`src/hdl/fvg_pkg.sv`:
```
// Shared types, widths and constants for the polygon fan vertex generator.
package fvg_pkg;

    localparam int unsigned IDX_W   = 9;   // vertex index and segment count
    localparam int unsigned ANGLE_W = 16;  // angle in 1/65536 turn
    localparam int unsigned COORD_W = 16;  // signed Q8.8 coordinate
    localparam int unsigned RAD_W   = 15;  // unsigned Q7.8 radius
    localparam int unsigned TEX_W   = 2;   // texture coordinate in halves

    // Lowest segment count the clamp allows
    localparam logic [IDX_W-1:0] N_MIN = IDX_W'(3);

    // Texture codes in halves
    localparam logic [TEX_W-1:0] TEX_ZERO = 2'd0;
    localparam logic [TEX_W-1:0] TEX_HALF = 2'd1;
    localparam logic [TEX_W-1:0] TEX_ONE  = 2'd2;

    // Quadrant sine polynomial coefficients, Q16
    localparam logic [16:0] SIN_C1 = 17'd102954;
    localparam logic [15:0] SIN_C3 = 16'd42334;
    localparam logic [12:0] SIN_C5 = 13'd5223;
    localparam logic [8:0]  SIN_C7 = 9'd307;

    localparam logic [14:0] QUARTER_TURN = 15'd16384;  // one quadrant of offset
    localparam logic [16:0] SINE_CAP     = 17'd65536;  // 1.0 in Q16
    localparam logic [32:0] ROUND_HALF   = 33'd32768;  // 0.5 before >>16

    // Register stages through one sine lane
    localparam int unsigned SINE_LAT = 8;

    // Configuration register indexes
    typedef enum logic [1:0] {
        CFG_SEGMENTS    = 2'd0,
        CFG_RADIUS      = 2'd1,
        CFG_START_ANGLE = 2'd2,
        CFG_DEPTH       = 2'd3
    } t_cfg_idx;

    // Per-vertex attributes decided at entry and carried down the pipe
    typedef struct packed {
        logic              in_range;
        logic              center;
        logic [TEX_W-1:0]  tex_u;
        logic [TEX_W-1:0]  tex_v;
        logic [IDX_W-1:0]  fan_next;
    } t_side;

    // What one division cell hands to the next
    typedef struct packed {
        t_side              side;
        logic [IDX_W-1:0]   rem;
        logic [ANGLE_W-1:0] quo;
    } t_div_beat;

endpackage

```
`src/hdl/fvg_sine_lane.sv`:
```
// Pipelined radius * sin(angle) lane, quadrant-folded odd polynomial.
module fvg_sine_lane
    import fvg_pkg::*;
(
    input  logic               i_clk,
    input  logic               i_en,
    input  logic [ANGLE_W-1:0] i_angle,
    input  logic [RAD_W-1:0]   i_radius,
    output logic [COORD_W-1:0] o_pos
);

    // Stage registers, numbered by stage
    logic [16:0]        r_x1, r_x2, r_x3, r_x4, r_x5;
    logic [16:0]        r_sq2, r_sq3, r_sq4;
    logic [12:0]        r_p3;
    logic [15:0]        r_p4;
    logic [16:0]        r_p5;
    logic [16:0]        r_s6;
    logic [15:0]        r_mag7;
    logic [COORD_W-1:0] r_pos8;
    logic [6:0]         r_neg;

    logic [16:0]        n_x1;
    logic [16:0]        n_sq2;
    logic [12:0]        n_p3;
    logic [15:0]        n_p4;
    logic [16:0]        n_p5;
    logic [16:0]        n_s6;
    logic [15:0]        n_mag7;
    logic [COORD_W-1:0] n_pos8;

    logic [14:0]        w_off;
    logic [33:0]        w_sqr;
    logic [25:0]        w_t3;
    logic [29:0]        w_t4;
    logic [32:0]        w_t5;
    logic [33:0]        w_t6;
    logic [31:0]        w_p7;
    logic [32:0]        w_t7;

    always_comb begin
        // Fold the angle into the first quadrant, scale to Q16
        w_off  = i_angle[ANGLE_W-2] ? (QUARTER_TURN - {1'b0, i_angle[ANGLE_W-3:0]})
                                    : {1'b0, i_angle[ANGLE_W-3:0]};
        n_x1   = {w_off, 2'b00};
        // Square
        w_sqr  = r_x1 * r_x1;
        n_sq2  = w_sqr[32:16];
        // Horner steps
        w_t3   = SIN_C7 * r_sq2;
        n_p3   = SIN_C5 - {3'b000, w_t3[25:16]};
        w_t4   = r_p3 * r_sq3;
        n_p4   = SIN_C3 - {2'b00, w_t4[29:16]};
        w_t5   = r_p4 * r_sq4;
        n_p5   = SIN_C1 - w_t5[32:16];
        // Final odd term, capped at one
        w_t6   = r_p5 * r_x5;
        n_s6   = ({1'b0, w_t6[33:16]} > {1'b0, SINE_CAP}) ? SINE_CAP : w_t6[32:16];
        // Scale by radius with rounding
        w_p7   = r_s6 * i_radius;
        w_t7   = {1'b0, w_p7} + ROUND_HALF;
        n_mag7 = w_t7[31:16];
        // Apply the lower half-turn sign
        n_pos8 = r_neg[6] ? (COORD_W'(0) - r_mag7) : r_mag7;
    end

    // Advance all stages together
    always_ff @(posedge i_clk) begin
        if (i_en) begin
            r_x1   <= n_x1;
            r_x2   <= r_x1;
            r_sq2  <= n_sq2;
            r_x3   <= r_x2;
            r_sq3  <= r_sq2;
            r_p3   <= n_p3;
            r_x4   <= r_x3;
            r_sq4  <= r_sq3;
            r_p4   <= n_p4;
            r_x5   <= r_x4;
            r_p5   <= n_p5;
            r_s6   <= n_s6;
            r_mag7 <= n_mag7;
            r_pos8 <= n_pos8;
            r_neg  <= {r_neg[5:0], i_angle[ANGLE_W-1]};
        end
    end

    assign o_pos = r_pos8;

endmodule

```
`config.mk`:
```
export PLATFORM = sky130hd
export DESIGN_NAME = fvg_sine_lane
export DESIGN_NICKNAME = d
export VERILOG_FILES = /design/src/hdl/fvg_pkg.sv /design/src/hdl/fvg_sine_lane.sv
export SDC_FILE = /design/constraint.sdc
export NUM_CORES = 2
export LEC_CHECK = 0
export ABC_AREA = 1
export BUFFER_PORTS_ARGS = -buffer_cell sky130_fd_sc_hd__buf_2
export CAP_MARGIN = 20
export CORE_MARGIN = 3
export CORE_UTILIZATION = 55
export DETAILED_ROUTE_END_ITERATION = 8
export GPL_ROUTABILITY_DRIVEN = 0
export PLACE_DENSITY_LB_ADDON = 0.15
export SYNTH_ARGS = -nofsm -noshare
export SYNTH_HDL_FRONTEND = slang
export SYNTH_SLANG_ARGS = --single-unit
```
`constraint.sdc`:
```
create_clock -name i_clk -period 5.8 [get_ports i_clk]
set_input_delay 0.29 -clock i_clk [delete_from_list [all_inputs] [get_ports i_clk]]
set_output_delay 0.29 -clock i_clk [all_outputs]
set_load 0.01 [all_outputs]
```
---- Word level (Yosys, flattened, before mapping) ----
Index checks and enable logic that the tools add are counted.
word-level totals
  input port bits ......................... 33
  logic and storage cells ................. 31
  output and inout port bits .............. 16
  flip-flop bits (word level) ............. 228
cells by class
  multiplexer cells ....................... 2
  add/subtract/negate cells ............... 6
  multiply operators ...................... 6
  order comparisons ....................... 1
operators with widths
  cell                                                              number
  multiplier 17 x 15 -> 32 bit                                      2
  multiplier 16 x 17 -> 33 bit                                      1
  adder 32 x 16 -> 32 bit (second input constant)                   1
  multiplier 13 x 17 -> 30 bit                                      1
  multiplier 15 x 15 -> 29 bit                                      1
  multiplier 9 x 17 -> 26 bit (first input constant)                1
  greater-than comparator 18 x 17 -> 1 bit (second input constant)  1
  subtractor 17 bit (first input constant)                          1
  two-way mux 16 bit                                                1
  subtractor 1 x 16 -> 16 bit (first input constant)                1
  subtractor 16 x 14 -> 16 bit (first input constant)               1
  subtractor 15 x 14 -> 15 bit (first input constant)               1
  two-way mux 14 bit                                                1
  subtractor 13 x 10 -> 13 bit (first input constant)               1

---- Longest topological paths before layout ----
  word-level depth ........................ 2
  depth in mapped cells ................... 35

---- Worst setup path before layout ----
OpenSTA, ideal clock, no wires.
  kind .................................... reg2reg
  start ................................... register r_p4[7]
  end ..................................... register r_p5[10], data pin
  setup time .............................. 0.252 ns
  required time ........................... 5.548 ns
  setup slack ............................. -0.259 ns
  cell stages (with the launch flop) ...... 31
  arrival time ............................ 5.806 ns
  cells stage by stage .................... edfxtp_1 > clkbuf_1 > clkbuf_1 > nand2_1 > fa_1 > inv_1 > fa_1 > inv_1 > fa_1 > inv_1 > fa_1 > fa_1 > inv_1 > fa_1 > inv_1 > ha_1 > nand2_1 > nor2_1 > inv_1 > nor2_1 > nand2_1 > nand2_1 > nand2_1 > and2_1 > ha_1 > o21ai_2 > nand2_1 > nand2_2 > nand2_1 > nand3b_1 > nand2_1
between the ends
  cells in the longest elaborated chain, start to end .. 2
RTL lines
  element                       line                 RTL
  start, declared               fvg_sine_lane.sv:16  logic [15:0] r_p4;
  start signal, assigned        fvg_sine_lane.sv:78  r_p4 <= n_p4;
  multiplier 16 x 17 -> 33 bit  fvg_sine_lane.sv:54  w_t5 = r_p4 * r_sq4;
  subtractor 17 bit             fvg_sine_lane.sv:55  n_p5 = SIN_C1 - w_t5[32:16];
  via n_p5[10]                  fvg_sine_lane.sv:27  logic [16:0] n_p5;
  end signal, assigned          fvg_sine_lane.sv:80  r_p5 <= n_p5;
  end, declared                 fvg_sine_lane.sv:17  logic [16:0] r_p5;
The timed path passes the listed nets, and every way through them passes these cells.
A chain may end at the register's enable or synchronous reset.

---- Worst setup path in the final report ----
  start ................................... register r_p5[7]
  end ..................................... register r_s6[3], data pin
between the ends
  cells in the longest elaborated chain, start to end .. 2
RTL lines
  element                                   line                 RTL
  multiplier 17 x 15 -> 32 bit (*)          fvg_sine_lane.sv:57  w_t6 = r_p5 * r_x5;
  greater-than comparator 18 x 17 -> 1 bit  fvg_sine_lane.sv:58  n_s6 = ({1'b0, w_t6[33:16]} > {1'b0, SINE_CAP}) ? SINE_CAP : w_t6[32:16];
  end signal, assigned                      fvg_sine_lane.sv:81  r_s6 <= n_s6;
  end, declared                             fvg_sine_lane.sv:18  logic [16:0] r_s6;
Mark *: on every way between the ends. The rest lies on a longest branch, timed or not.

==> run_results.csv <==
group,metric,value,unit
outcome,status,"finished, violations left",
outcome,failed_checks,"negative setup slack",
synth,synth_cell_type_count,47,
layout,final-seq-area,6790,um^2
synth,yosysTopAreaCell,"fa_1",
routing,highest_layer,"met4",
setup_path,crit_arrival,6.38,ns
synth,synth_top_family_by_area,"adder cells",
setup_path,crit_path_frequent_cell,"fa_1",
synth,synth_cells,6330,
synth,synth_flop_cell,"edfxtp_1",
sta,whs,0.0240,ns
sta,setup_violations,26,
synth,synth-seq-cells,226,
routing,wl_met3,5.45,mm
routing,wl_met1,52.6,mm
sta,slew_violations,0,
setup_path,timing.critical_path.from,"r_p5[7]",
global_routing,grt_usage,26.4,%
synth,synth_edf_count,226,
routing,via_per_inst,5.09,
sta,fin_crit,5.94,ns
layout,multi_input_area,39300,um^2
placement,port_buffers,48,
floorplan,die_area,96500,um^2
synth,avgSynthCellArea,8.06,um^2
sta,fin_setup_tns,-2.75,ns
setup_path,crit_family,"adder cells",
floorplan,ios,49,
placement,dp_hpwl,106,mm
synth,yosys_warnings,0,
floorplan,initial_utilization,55.6,%
global_routing,grt_overflow_total,0,
layout,fillers,7576,
sta,max_freq,168,MHz
sta,rsz0062_at_grt,"true",
clocking,cts-buffers-inserted,27,
sta,period_share,102,%
layout,syn2layout_area_growth,18.9,%
routing,via_count,41000,
routing,wire_per_inst,15.9,um
sta,finClkSkew,0.0176,ns
routing,drt_iter0_markers,2485,
global_routing,antenna_found_initial,0,
job,cap_violations,0,
worst_hold_path,holdCritStartpoint,"i_angle[0]",
synth,synth_top_area_share,36.0,%
worst_hold_path,hp-class,"in2reg",
synth,synthMuxAreaShare,0,%
synth,synthAdderAreaFrac,49.2,%
clocking,cts_tree,"yes",
setup_path,cp.buffers_inverters,6,
setup_path,r2r_slack,-0.14,ns
clocking,cts.sinks,226,
clocking,clk_path_buf_depth,3,
routing,first_pass_iters,6,
synth,synth_compound_gate_area_share,3.69,%
clocking,path_clk_slew,0.06,ns
sta,worst_slew_pin_slew,0.989,ns
global_routing,grt_pass1_vias,42300,
floorplan,die_x,311,um
setup_path,path_class,"reg2reg",
global_routing,grt_pass1_wl,209,mm
synth,synth-simple-area-share,17.1,%
synth,synth_nets,7819,
layout,drive_gt1_share,18.7,%
sta,slew_headroom,34.1,%
synth,synth-xor-area-share,1.82,%
synth,syn-cell-area,51000,um^2
clocking,clk_latency,0.58,ns
setup_path,cp_slowest_cell,"fa_2",
synth,ys_seq_area_share,13.3,%
setup_path,worstPathMaxFanout,7,
setup_path,cp-end-kind,"flop",
floorplan,die_y,311,um
layout,fin_nets,8279,
sta,hold_viol,0,
routing,drcViolationCount,0,
setup_path,r2r_start,"r_p5[7]",
synth,async_flop_share,0,%
clocking,ctsHtreeMaxLevel,1,
synth,synthTopCellsByArea,"fa_1 36%, edfxtp_1 13%, ha_1 13%",
routing,wl,128,mm
routing,antenna_left,0,
global_routing,grt_max_degree,117,
routing,wl_met2,65.5,mm
setup_path,worst_setup_path_start_kind,"flop",
setup_path,critPathMaxStageDelay,0.59,ns
clocking,cts-root-buf,"clkbuf_16",
sta,setup_ws,-0.136,ns
layout,antenna_cells,0,
setup_path,worstPathRequired,6.24,ns
floorplan,rows,111,
floorplan,coreArea,91800,um^2
==> cell type report <==
| class | instances | area share [%] |
|---|---|---|
| Multi-Input combinational cell | 4089 | 64.8 |
| Sequential cell | 226 | 11.2 |
| Inverter | 1797 | 11.1 |
| Timing Repair Buffer | 649 | 8.83 |
| Tap cell | 1243 | 2.56 |
| Clock buffer | 33 | 1.15 |
| Clock inverter | 15 | 0.326 |
==> state kept, by name, summed over array words and instances (netlist names), 11 cells and up <==
register / cells
r_sq2: 17
r_sq3: 17
r_p3: 11
r_x3: 15
r_p5: 17
r_sq4: 17
r_mag7: 16
o_pos: 16
r_x4: 15
r_x1: 15
r_p4: 16
r_s6: 17
r_x2: 15
r_x5: 15
==> worst reg2reg max path, cell delays in order, from the launching register on <==
cell	delay, ns
edfxtp_1	0.42
buf_6	0.17
buf_6	0.13
nand2_1	0.07
inv_2	0.04
fa_1	0.51
inv_1	0.06
fa_2	0.43
fa_1	0.56
inv_2	0.04
fa_1	0.48
fa_1	0.53
fa_2	0.59
ha_4	0.23
a21oi_4	0.18
o21ai_2	0.09
a21oi_2	0.15
nor2_2	0.07
nor2_2	0.14
nand2_2	0.09
nand2_2	0.08
nand2_1	0.06
nand2_1	0.07
nand2_2	0.09
nor2_2	0.11
nand3_2	0.13
clkbuf_16	0.20
a21oi_2	0.11
==> synth_stat cells, types with 3 or more instances <==
cell,instances
a211oi_1,4
a21o_1,7
a21oi_1,177
a21oi_2,11
a31oi_1,11
and2_1,4
buf_2,3
buf_4,4
clkbuf_1,208
edfxtp_1,226
fa_1,917
ha_1,539
inv_1,1793
inv_2,4
nand2_1,1694
nand2_2,15
nand3_1,129
nand3_2,5
nand3b_1,18
nand4_1,32
nor2_1,220
nor2_2,6
nor3_1,45
nor3b_1,3
nor4_1,10
o211ai_1,3
o21a_1,4
o21ai_0,95
o21ai_1,5
o21bai_1,10
or2_2,3
xnor2_1,35
xor2_1,69
==> logic make-up after synthesis <==
kind of cell / count (synthesis)
xor+xnor: 105
flops: 226
compound gates: 341
simple gates: 2187
buf+inv: 2015
fa+ha+maj: 1456
==> worst paths after layout <==
path	cells past startpoint	end
max	27	r_s6[3]
min reg2reg	0	r_x3[14]
min	1	r_x1[2]
max reg2reg	27	r_s6[3]
==> placed cells by master, fill, tap and decap left out, drive strengths merged, types with 2 or more instances in the layout <==
master | Yosys | routed
a21boi | 4 | 4
o31ai | 2 | 2
o211ai | 3 | 3
a211oi | 4 | 4
nor3 | 45 | 45
a21o | 7 | 7
nand2 | 1709 | 1709
nand4 | 32 | 32
a21oi | 188 | 188
xnor2 | 35 | 35
ha | 539 | 539
o21ai | 102 | 102
or2 | 4 | 4
bufinv | 0 | 4
nand3 | 134 | 134
and2 | 4 | 4
a31oi | 11 | 11
clkbuf | 210 | 37
clkinvlp | 0 | 2
nor4 | 10 | 10
xor2 | 70 | 70
inv | 1797 | 1801
buf | 8 | 644
nor2 | 228 | 228
nand3b | 18 | 18
o21bai | 11 | 11
a221oi | 2 | 2
nor3b | 3 | 3
o311ai | 2 | 2
clkinv | 0 | 5
o21a | 4 | 4
edfxtp | 226 | 226
fa | 917 | 917
==> what timing repair did <==
item / 4_1_cts / 5_1_grt
hold buffers: 1 / 0
endpoints found under the setup margin: 38 / 68
endpoints found under the hold margin: 1 / 0
cloned: 1 / 2
gates resized for setup: 229 / 513
buffers inserted: 34 / 79
pin swaps: 86 / 193
==> metal layers <==
metal  vias up  global-route usage [%]
li1      19400                       -
met1     20300                    34.1
met2      1025                    47.7
met3       263                    2.36
met4         0                    7.17
met5         -                       0
==> metrics by stage <==
stage / setup WS, ns / cells / area (um^2) / util (%)
final: -0.136 / 8052 / 60600 / 66.1
after global routing: -0.427 / 8052 / 60600 / 66.1
after CTS: -0.138 / 7972 / 58000 / 63.2
after detailed placement: -0.358 / 7888 / 55900 / 60.9
after global placement: -0.282 / 7888 / 55900 / 60.9
after floorplan: -0.000178 / 6330 / 51100 / -
Power is not shown: default switching activity piles up to over one toggle a cycle in this logic, so the estimate is an artifact.
