File: config.mk
export PLATFORM = sky130hd
export DESIGN_NAME = fvg_div_cell
export DESIGN_NICKNAME = d
export VERILOG_FILES = /design/src/hdl/fvg_pkg.sv /design/src/hdl/fvg_div_cell.sv
export SDC_FILE = /design/constraint.sdc
export NUM_CORES = 1
export LEC_CHECK = 0
export ABC_CLOCK_PERIOD_IN_PS = 4800
export BUFFER_PORTS_ARGS = -buffer_cell sky130_fd_sc_hd__clkbuf_2
export CORE_MARGIN = 4
export CORE_UTILIZATION = 48
export DETAILED_ROUTE_END_ITERATION = 16
export PLACE_DENSITY = 0.94
export SYNTH_ARGS = -nofsm -noshare
export SYNTH_HDL_FRONTEND = slang
export SYNTH_SLANG_ARGS = --single-unit
File: constraint.sdc
create_clock -name i_clk -period 4.8 [get_ports i_clk]
set_input_delay 0.72 -clock i_clk [delete_from_list [all_inputs] [get_ports i_clk]]
set_output_delay 0.72 -clock i_clk [all_outputs]
set_load 0.01 [all_outputs]
File: src/hdl/fvg_pkg.sv
// Shared types, widths and constants for the polygon fan vertex generator.
package fvg_pkg;

    localparam int unsigned IDX_W   = 9;   // vertex index and segment count
    localparam int unsigned ANGLE_W = 16;  // angle in 1/65536 turn
    localparam int unsigned COORD_W = 16;  // signed Q8.8 coordinate
    localparam int unsigned RAD_W   = 15;  // unsigned Q7.8 radius
    localparam int unsigned TEX_W   = 2;   // texture coordinate in halves

    // Lowest segment count the clamp allows
    localparam logic [IDX_W-1:0] N_MIN = IDX_W'(3);

    // Texture codes in halves
    localparam logic [TEX_W-1:0] TEX_ZERO = 2'd0;
    localparam logic [TEX_W-1:0] TEX_HALF = 2'd1;
    localparam logic [TEX_W-1:0] TEX_ONE  = 2'd2;

    // Quadrant sine polynomial coefficients, Q16
    localparam logic [16:0] SIN_C1 = 17'd102954;
    localparam logic [15:0] SIN_C3 = 16'd42334;
    localparam logic [12:0] SIN_C5 = 13'd5223;
    localparam logic [8:0]  SIN_C7 = 9'd307;

    localparam logic [14:0] QUARTER_TURN = 15'd16384;  // one quadrant of offset
    localparam logic [16:0] SINE_CAP     = 17'd65536;  // 1.0 in Q16
    localparam logic [32:0] ROUND_HALF   = 33'd32768;  // 0.5 before >>16

    // Register stages through one sine lane
    localparam int unsigned SINE_LAT = 8;

    // Configuration register indexes
    typedef enum logic [1:0] {
        CFG_SEGMENTS    = 2'd0,
        CFG_RADIUS      = 2'd1,
        CFG_START_ANGLE = 2'd2,
        CFG_DEPTH       = 2'd3
    } t_cfg_idx;

    // Per-vertex attributes decided at entry and carried down the pipe
    typedef struct packed {
        logic              in_range;
        logic              center;
        logic [TEX_W-1:0]  tex_u;
        logic [TEX_W-1:0]  tex_v;
        logic [IDX_W-1:0]  fan_next;
    } t_side;

    // What one division cell hands to the next
    typedef struct packed {
        t_side              side;
        logic [IDX_W-1:0]   rem;
        logic [ANGLE_W-1:0] quo;
    } t_div_beat;

endpackage

File: src/hdl/fvg_div_cell.sv
// One restoring-division cell: retires one quotient bit of (v-1)*65536 / n.
module fvg_div_cell
    import fvg_pkg::*;
(
    input  logic             i_clk,
    input  logic             i_rst_n,
    input  logic             i_en,
    input  logic             i_valid,
    input  t_div_beat        i_beat,
    input  logic [IDX_W-1:0] i_n,
    output logic             o_valid,
    output t_div_beat        o_beat
);

    logic            r_valid;
    t_div_beat       r_beat;
    t_div_beat       n_beat;
    logic [IDX_W:0]  w_shift;
    logic [IDX_W:0]  w_diff;
    logic            w_ge;

    // Shift in a zero dividend bit, subtract the divisor when it fits
    always_comb begin
        w_shift       = {i_beat.rem, 1'b0};
        w_ge          = (w_shift >= {1'b0, i_n});
        w_diff        = w_shift - {1'b0, i_n};
        n_beat.side   = i_beat.side;
        n_beat.rem    = w_ge ? w_diff[IDX_W-1:0] : w_shift[IDX_W-1:0];
        n_beat.quo    = {i_beat.quo[ANGLE_W-2:0], w_ge};
    end

    // Valid flag
    always_ff @(posedge i_clk) begin
        if (!i_rst_n) begin
            r_valid <= 1'b0;
        end else if (i_en) begin
            r_valid <= i_valid;
        end
    end

    // Payload
    always_ff @(posedge i_clk) begin
        if (i_en) begin
            r_beat <= n_beat;
        end
    end

    assign o_valid = r_valid;
    assign o_beat  = r_beat;

endmodule

### Word-level counts from Yosys, hierarchy flattened

Index checks and enable logic that the tools add are counted.

* register bits: 41
* input port bits: 53
* output and inout bits: 41
* word-level logic and storage cells: 12

* $add $sub $neg: 1
* magnitude comparators: 1
* muxes and demuxes: 1

Operator list (count)
* $ge 10x9->1: 1
* $mux 9: 1
* $sub 9x9->9: 1

### Longest topological paths before layout

Gate-level depths: netlist (run 1).

* depth in word-level cells: 2
* mapped depth: 9
* mapped depth without buffers: 9

### Least setup slack after synthesis (run 1)

Ideal clock, no wire load.

* path kind: input -> register
* start point: input i_beat[16] (netlist bit)
* end point: register r_beat (netlist bit o_beat[19]) (data pin)
* setup time: 0.260 ns
* arrival time: 2.246 ns
* required time: 4.540 ns
* setup slack: 2.293 ns
* stages on the path: 8
* buffers on the path: 0
* cell sequence: inv_1 fa_1 nand2b_1 a21oi_2 nor4b_4 or2_4 inv_4 mux2_4

RTL lines
* from (decl): RTL line fvg_div_cell.sv:9 `input t_div_beat i_beat,`
* to (signal assigned): RTL line fvg_div_cell.sv:44 `r_beat <= n_beat;`
* to (decl): RTL line fvg_div_cell.sv:16 `t_div_beat r_beat;`

==> results of run 1 <==
## routing by layer
layer | global-route usage [%] | vias to the layer above
li1 | - | 649
met5 | 0 | -
met4 | 5.74 | 0
met1 | 18.8 | 599
met2 | 28.0 | 81
met3 | 4.93 | 9
## cell usage after synthesis (all sizes together)
master / instances
edfxtp: 40
inv: 11
ha: 9
a21oi: 7
o21ai: 7
nor2: 5
mux2: 4
a21o: 3
nand2: 3
xnor2: 3
nand2b: 2
nand3b: 2
nor2b: 2
o21a: 2
or2: 2
xor2: 2
and2: 1
and3: 1
dfxtp: 1
fa: 1
mux2i: 1
nand3: 1
nand4: 1
nand4b: 1
nor3: 1
nor4: 1
nor4b: 1
o2111ai: 1
o211ai: 1
o31ai: 1
o32ai: 1
or4b: 1
## registers in the layout, indices dropped and copies added, names as in the netlist
register,count
o_valid,1
o_beat,40
## worst max-delay path, delay by kind of cell
| family | cells | cell delay (ns) |
|---|---|---|
| adders and majority gates | 2 | 0.46 |
| muxes | 1 | 0.29 |
| and+or+nand+nor | 4 | 0.86 |
| buffers and inverters | 3 | 0.20 |
## where the power goes
part           switching [µW]  total, µW  internal, µW
clock network            94.9        198           103
logic                    87.7        165          77.4
registers                8.84        444           435
total                     192        807           615
## cell families (layout without fill, tap and decap cells)
family                   count (synthesis)  count (layout)  share of synthesized area [%]
AO/OA/AOI/OAI                           23              23                           8.06
multiplexers                             5               5                           3.83
XOR/XNOR                                 5               5                           2.39
flip-flops                              41              41                           66.7
adder cells (fa/ha/maj)                 10              10                           7.24
buffers and inverters                   11             111                           2.39
AND/OR/NAND/NOR                         25              25                           9.43
## per-stage QoR
stage                     hold WS, ns  area (µm²)  total power (µW)
after global placement          0.499        2350               610
after floorplan                 0.538        1830               542
after CTS                       0.545        2430               815
after global routing            0.583        2430               849
final                           0.545        2430               807
after detailed placement        0.526        2350               617
## cell usage in the layout (no fill, tap or decap), types with 4 or more instances in the layout
master,synthesis,routed
edfxtp_1,40,40
inv_1,10,10
a21oi_1,5,5
ha_1,9,9
clkbuf_8,0,5
nor2_1,4,4
o21ai_0,7,7
clkbuf_2,0,92
mux2_4,4,4
## worst max-delay path by stage
stage / endpoint / slack [ns]
after detailed placement: o_beat[22]$_DFFE_PP_ / 2.01
final: o_beat[22]$_DFFE_PP_ / 2.30
after floorplan: o_beat[19]$_DFFE_PP_ / 2.29
after CTS: o_beat[22]$_DFFE_PP_ / 2.30
after global routing: o_beat[21]$_DFFE_PP_ / 2.20
after global placement: o_beat[22]$_DFFE_PP_ / 2.06
## cell type report
class                   count  area (µm²)  area share (%)
flip-flops and latches     41        1220            50.2
multi-input cells          68         567            23.3
repair buffers             92         460            18.9
clock buffers               8        80.1            3.29
well taps                  48        60.1            2.47
inverters                  11        43.8            1.80
==> flow_summary.json, run 1 <==
{
  "rows": 22,
  "required_ns": 4.82,
  "routed_wl_um": 3880,
  "syn-cell-area_mm2": 0.00183,
  "highest_layer": "met4",
  "drt_pass1_iterations": 4,
  "fillers": 273,
  "dieArea_mm2": 0.00487,
  "grt_max_degree": 42,
  "ys_seq_area_share_pct": 66.7,
  "synth_top_cell_by_area": "edfxtp_1",
  "grtUsageTotal_pct": 16.1,
  "yosysUniqueCellTypes": 37,
  "p_leak_uw": 0.00113,
  "clock.fmax_ghz": 0.400,
  "reg2reg_depth": 2,
  "viasPerCell": 4.99,
  "drt-wirelength-per-cell_um": 14.5,
  "fin_tns_setup_ns": 0,
  "clock_sinks": 41,
  "die_height_um": 69.8,
  "cts_tree": "built",
  "final_max_slew_viol_count": 0,
  "hold_end": "o_valid$_SDFFE_PN0P_",
  "post-route-period-util_pct": 52.1,
  "rr_endpoint": "o_valid$_SDFFE_PN0P_",
  "r2r_slack_ns": 4.18,
  "min_from": "o_valid$_SDFFE_PN0P_",
  "antenna_left": 0,
  "skew_ns": 0,
  "drv_cap": 0,
  "dp_hpwl_um": 3220,
  "synthCells": 120,
  "crit_top_cell": "ha_1",
  "ioPinCount": 94,
  "synth-seq-cells": 41,
  "placed_cells": 260,
  "insertion_delay_ns": 0.27,
  "overflow": 0,
  "die_w_um": 69.8,
  "drive_above_1_share_pct": 49.5,
  "htreeDepth": 2,
  "finalHoldViolations": 0,
  "cp-end-kind": "flip-flop",
  "worst_slack_ns": 2.30,
  "crit_path_max_incr_delay_ns": 0.32,
  "wl_met1_um": 1520,
  "pwr_density_cell_mw_per_mm2": 332,
  "critical_path.cell_chain": "clkbuf_2 > inv_1 > ha_1 > ha_1 > and3_1 > nand3_1 > nor4b_4 > or2_4 > inv_4 > mux2_4",
  "cts_buffers": 5,
  "ys_top_cells_by_area": "edfxtp_1, ha_1, mux2_4",
  "cts_resized": 0,
  "crit_slowest_cell": "nor4b_4",
  "post-cts-setup-buffer-count": 0,
  "drtIter0Drc": 64,
  "run_status": "completed",
  "routabilityCongestion": 0.893,
  "wl_met3_um": 431,
  "cts.reportedPaths.clkPinSlew_ns": 0.07,
  "grt_pass1_wl_um": 6090,
  "path_class": "primary input to flip-flop",
  "cts_hold_buffers": 0,
  "start_util_pct": 50.0,
  "finalNonFillerCells": 268,
  "yosys_warnings": 0,
  "core_mm2": 0.00366,
  "vdd_ir_drop_max_mv": 0.138,
  "grt_antenna_before_repair": 0,
  "reg2reg_from": "o_valid$_SDFFE_PN0P_",
  "worst_pin_slew_ns": 0.951,
  "rsz0062_at_grt": "false",
  "synth_top_area_share_pct": 65.6,
  "post-place-ws_ns": 2.01,
  "diodes": 0,
  "arrival_ns": 2.53,
  "hold_path.class": "flip-flop to flip-flop",
  "io_buffer_count": 92,
  "slew_headroom_pct": 36.6,
  "crit_path_start_kind": "primary input",
  "cp_max_fo": 5,
  "syn-num-nets": 183,
  "area_delta_synth_final_pct": 32.8,
  "cts_root_buffer": "clkbuf_8",
  "wl_met2_um": 1860,
  "setup_viol": 0,
  "via_count": 1338,
  "nets": 282,
  "grt_pass1_vias": 1272,
  "cp-startpoint": "i_n[1]",
  "fin_util_pct": 66.4,
  "hold_depth": 2,
  "avgSynthCellArea_um2": 15.3,
  "finalCriticalPeriod_ns": 2.50,
  "drcViolationCount": 0,
  "clockBufferDepth": 2
}
No activity file was read; power rests on OpenSTA's default activity.
==> run 2, diff against run 1 <==
Settings changed: ABC_AREA from default to 1, ABC_CLOCK_PERIOD_IN_PS 4800 to 2200, CORE_UTILIZATION 48 to 41, PLACE_DENSITY 0.94 to 0.86.
Clock period 4.8 ns to 2.2 ns, I/O delays scaled along.
==> flow_summary.json, run 2 <==
{
  "run_status": "completed",
  "die_height_um": 76.1,
  "required_ns": 2.23,
  "drt-wirelength-per-cell_um": 12.9,
  "synthArstFlopShare_pct": 0,
  "p_leak_uw": 0.00129,
  "post-cts-setup-buffer-count": 0,
  "cts.reportedPaths.clkPinSlew_ns": 0.07,
  "ys_top_cells_by_area": "edfxtp_1, nand2_1, ha_1",
  "avgSynthCellArea_um2": 11.0,
  "syn-num-nets": 236,
  "arrival_ns": 1.81,
  "routed_wl_um": 4170,
  "via_count": 1508,
  "largest_register_ffs": 40,
  "drcViolationCount": 0,
  "start_util_pct": 43.1,
  "insertion_delay_ns": 0.27,
  "synth_top_cell_by_area": "edfxtp_1",
  "crit_path_start_kind": "primary input",
  "cts_root_buffer": "clkbuf_8",
  "htreeDepth": 2,
  "cts_resized": 0,
  "final_max_slew_viol_count": 0,
  "io_buffer_count": 92,
  "dp_hpwl_um": 3460,
  "hold_path.class": "primary input to flip-flop",
  "ys_seq_area_share_pct": 64.2,
  "critPathBufInv": 2,
  "grt_pass1_wl_um": 6870,
  "grt_antenna_before_repair": 0,
  "die_w_um": 76.1,
  "vdd_ir_drop_max_mv": 0.300,
  "rr_endpoint": "o_valid$_SDFFE_PN0P_",
  "reg2reg_depth": 2,
  "synthCells": 173,
  "clock_sinks": 41,
  "pwr-share-seq_pct": 54.2,
  "clockBufferDepth": 2,
  "cts_tree": "built",
  "nets": 334,
  "cp.depth": 9,
  "fin_tns_setup_ns": 0,
  "yosysUniqueCellTypes": 19,
  "ioPinCount": 94,
  "area_delta_synth_final_pct": 31.6,
  "cp_max_fo": 10,
  "r2r_slack_ns": 1.49,
  "finalHoldViolations": 0,
  "cp-startpoint": "i_n[1]",
  "setup_viol": 0,
  "core_mm2": 0.00441,
  "layout_common_cells": "clkbuf_2, nand2_1, edfxtp_1",
  "clock.fmax_ghz": 0.561,
  "drv_cap": 0,
  "drt_pass1_iterations": 4,
  "drive_above_1_share_pct": 37.5,
  "reg2reg_from": "o_valid$_SDFFE_PN0P_",
  "comb_power_share_pct": 19.1,
  "power.share.switching_pct": 24.5,
  "syn-cell-area_mm2": 0.00190,
  "switchingPower_uw": 434,
  "viasPerCell": 4.65,
  "cp-end-kind": "flip-flop",
  "dieArea_mm2": 0.00579,
  "pwr_density_cell_mw_per_mm2": 708,
  "crit_slowest_cell": "and2_1",
  "synthTopCellsByCount": "nand2_1, edfxtp_1, inv_1",
  "grtUsageTotal_pct": 14.7,
  "cp_top_family": "simple AND/OR/NAND/NOR gates",
  "rsz0062_at_grt": "false",
  "grt_max_degree": 43,
  "slew_headroom_pct": 35.8,
  "cts_buffers": 5,
  "worst_pin_slew_ns": 0.963,
  "rows": 24,
  "post-route-period-util_pct": 81.0,
  "synth-seq-cells": 41,
  "routabilityCongestion": 0.855,
  "mostFrequentLayoutCell": "clkbuf_2",
  "synth_top_area_share_pct": 63.2,
  "hold_ws_ns": 0.220,
  "synth_most_common_cell": "nand2_1",
  "skew_ns": 0,
  "yosys_warnings": 0,
  "p_clk_share_pct": 26.7,
  "antenna_left": 0,
  "ys.flop_type": "edfxtp_1",
  "drtIter0Drc": 51,
  "grt_pass1_vias": 1457,
  "overflow": 0,
  "crit_path_max_incr_delay_ns": 0.47,
  "diodes": 0,
  "synth_edf_count": 40,
  "cts_hold_buffers": 0,
  "intPower_uw": 1340,
  "finalCriticalPeriod_ns": 1.78,
  "critPathCapture": "o_beat[20]$_DFFE_PP_",
  "path_class": "primary input to flip-flop",
  "critical_path.cell_chain": "clkbuf_2 > inv_1 > ha_1 > ha_1 > nand3_1 > and2_1 > nand2_8 > nand2_1 > nand2_1"
}
[run 2: cell type report]
type                       instances  area, µm²
fill                             385       1910
sequential                        41       1220
multi-input combinational        100        546
timing repair buffer              93        468
inverter                          30        113
clock buffer                       8       90.1
tap                               52       65.1
[run 2: logic make-up (layout without fill, tap and decap cells)]
group / count (synthesis) / in the layout / synth area share [%]
and+or+nand+nor: 79 / 79 / 18.1
buffers and inverters: 32 / 131 / 7.11
DFF: 41 / 41 / 64.2
AOI/OAI and AO/OA: 8 / 8 / 2.24
xor gates and xnor gates: 3 / 3 / 1.38
adders and majority gates: 10 / 10 / 6.97
[run 2: power groups by stage]
stage,sequential [µW],combinational (µW),clock [µW]
after floorplan,1020,144,0
after global placement,975,331,0
after detailed placement,979,340,0
after CTS,962,342,488
after global routing,967,381,531
final,961,338,473
[run 2: worst min-delay path by stage]
stage | to | start | slack [ns] | cells after the start
2_1_floorplan | o_valid$_SDFFE_PN0P_ | i_en | 0.42 | 1
3_3_place_gp | o_beat[29]$_DFFE_PP_ | i_beat[29] | 0.51 | 1
3_5_place_dp | o_beat[36]$_DFFE_PP_ | i_beat[36] | 0.51 | 1
4_1_cts | o_beat[36]$_DFFE_PP_ | i_beat[36] | 0.21 | 1
5_1_grt | o_beat[5]$_DFFE_PP_ | i_beat[4] | 0.20 | 1
6_report | o_beat[36]$_DFFE_PP_ | i_beat[36] | 0.22 | 1
[run 2: metrics by stage]
stage	instances	power [µW]	utilization [%]	instance area (µm²)	setup slack (ns)
global placement	316	1310	54.6	2410	0.144
global route	324	1880	56.7	2500	0.304
CTS	324	1790	56.7	2500	0.422
floorplan	173	1160	-	1900	0.572
detailed placement	316	1320	54.6	2410	0.124
finish	324	1770	56.7	2500	0.418
[run 2: layer usage]
layer	global-route usage, %	routed length (µm)
met5	0	0
met4	4.72	44
met3	5.08	398
met2	25.0	2070
met1	17.2	1650
==> run 3, diff against run 2 <==
Settings changed: ABC_CLOCK_PERIOD_IN_PS 2200 to 1800, CORE_UTILIZATION 41 to 45, PLACE_DENSITY 0.86 to 0.89.
Clock period 2.2 ns to 1.8 ns, I/O delays scaled along.
==> flow_summary.json, run 3 (synthesis results as in run 2) <==
{
  "rr_endpoint": "o_valid$_SDFFE_PN0P_",
  "drt_pass1_iterations": 4,
  "skew_ns": 0,
  "hold_path.class": "primary input to flip-flop",
  "fin_util_pct": 66.0,
  "cts_hold_buffers": 0,
  "via_count": 1640,
  "finalHoldViolations": 0,
  "setup_viol": 0,
  "critPathBufInv": 3,
  "start_util_pct": 46.9,
  "final_max_slew_viol_count": 0,
  "r2r_slack_ns": 1.12,
  "clock_sinks": 41,
  "drv_cap": 0,
  "dp_hpwl_um": 3890,
  "drt-wirelength-per-cell_um": 13.8,
  "overflow": 0,
  "grtUsageTotal_pct": 18.1,
  "crit_slowest_cell": "ha_1",
  "cp_top_family": "simple AND/OR/NAND/NOR gates",
  "path_class": "primary input to flip-flop",
  "ioPinCount": 94,
  "cts_root_buffer": "clkbuf_8",
  "io_buffer_count": 92,
  "reg2reg_from": "o_valid$_SDFFE_PN0P_",
  "vdd_ir_drop_max_mv": 0.349,
  "wl_met3_um": 483,
  "worst_pin_slew_ns": 0.318,
  "wl_met1_um": 1800,
  "wl_met2_um": 2340,
  "area_delta_synth_final_pct": 40.8,
  "grt_pass1_wl_um": 7190,
  "layout_common_cells": "clkbuf_2, nand2_1, edfxtp_1",
  "finalCriticalPeriod_ns": 1.57,
  "hold_end": "o_beat[29]$_DFFE_PP_",
  "drtIter0Drc": 71,
  "min_from": "i_beat[29]",
  "grt_pass1_vias": 1528,
  "routed_wl_um": 4760,
  "core_mm2": 0.00406,
  "drcViolationCount": 0,
  "cts.reportedPaths.clkPinSlew_ns": 0.07,
  "slew_headroom_pct": 78.8,
  "highest_layer": "met4",
  "crit_top_cell": "nand2_1",
  "grt_antenna_before_repair": 0,
  "crit_path_max_incr_delay_ns": 0.31,
  "hold_ws_ns": 0.157,
  "required_ns": 1.84,
  "run_status": "completed",
  "pwr_density_cell_mw_per_mm2": 838,
  "diodes": 0,
  "grt_max_degree": 43,
  "clockBufferDepth": 2,
  "rows": 23,
  "cts_buffers": 5,
  "fin_tns_setup_ns": 0,
  "cts_tree": "built",
  "largest_register_ffs": 40,
  "arrival_ns": 1.61,
  "insertion_delay_ns": 0.28,
  "drive_above_1_share_pct": 42.2,
  "antenna_left": 0,
  "htreeDepth": 2,
  "clock.fmax_ghz": 0.636,
  "nets": 356,
  "cp-end-kind": "flip-flop",
  "dieArea_mm2": 0.00533,
  "cp_max_fo": 10,
  "cts_resized": 0,
  "reg2reg_depth": 2,
  "crit_path_start_kind": "primary input",
  "mostFrequentLayoutCell": "clkbuf_2",
  "rsz0062_at_grt": "false",
  "hold_depth": 1,
  "die_height_um": 73.0,
  "total_power_uw": 2240,
  "post-cts-setup-buffer-count": 0,
  "post-route-period-util_pct": 87.3,
  "cp-startpoint": "i_beat[20]",
  "critical_path.cell_chain": "clkbuf_2 > ha_1 > buf_4 > nand2_1 > nand2_1 > inv_1 > nand3_1 > nand2_2 > nand2_8 > nand2_1 > nand2_1",
  "routabilityCongestion": 0.881,
  "p_leak_uw": 0.00140,
  "viasPerCell": 4.77,
  "die_w_um": 73.0
}
[run 3: changes by cell type in the layout (fill, tap and decap cells not counted), sizes merged]
cell  delta
buf     +22
[run 3: worst reg2reg max path, cell delays in order, from the launching register on]
cell     delay [ns]
dfxtp_1        0.33
o21ai_0        0.17
a21oi_1        0.07
[run 3: final cells by class]
class | instances | area [µm²]
Clock buffer | 8 | 90.1
Fill cell | 277 | 1380
Inverter | 30 | 113
Multi-Input combinational cell | 100 | 546
Sequential cell | 41 | 1220
Tap cell | 50 | 62.6
Timing Repair Buffer | 115 | 646
[run 3: where the power goes]
part	leakage, µW	internal (µW)	switching, µW	total, µW
registers	0.000399	1150	25.8	1180
logic	0.000958	217	259	476
clock network	0.0000455	312	279	592
[run 3: how the worst max path moves through the flow]
stage	to	slack [ns]	cells past startpoint
floorplan	o_beat[23]$_DFFE_PP_	0.23	11
global placement	o_beat[23]$_DFFE_PP_	-0.04	12
detailed placement	o_beat[23]$_DFFE_PP_	-0.06	12
CTS	o_beat[20]$_DFFE_PP_	0.24	11
global route	o_beat[24]$_DFFE_PP_	0.08	12
finish	o_beat[20]$_DFFE_PP_	0.23	11
[run 3: routing by layer]
layer	track usage, %	up-vias
met1	20.2	721
met5	0	-
met2	31.7	101
met4	8.61	0
li1	-	805
met3	4.82	13
[run 3: per-stage QoR]
stage               std cells  cell area, µm²  setup slack (ns)
floorplan                 173            1900             0.232
global placement          336            2590           -0.0435
detailed placement        336            2590           -0.0645
CTS                       344            2680             0.239
global route              344            2680            0.0778
finish                    344            2680             0.228
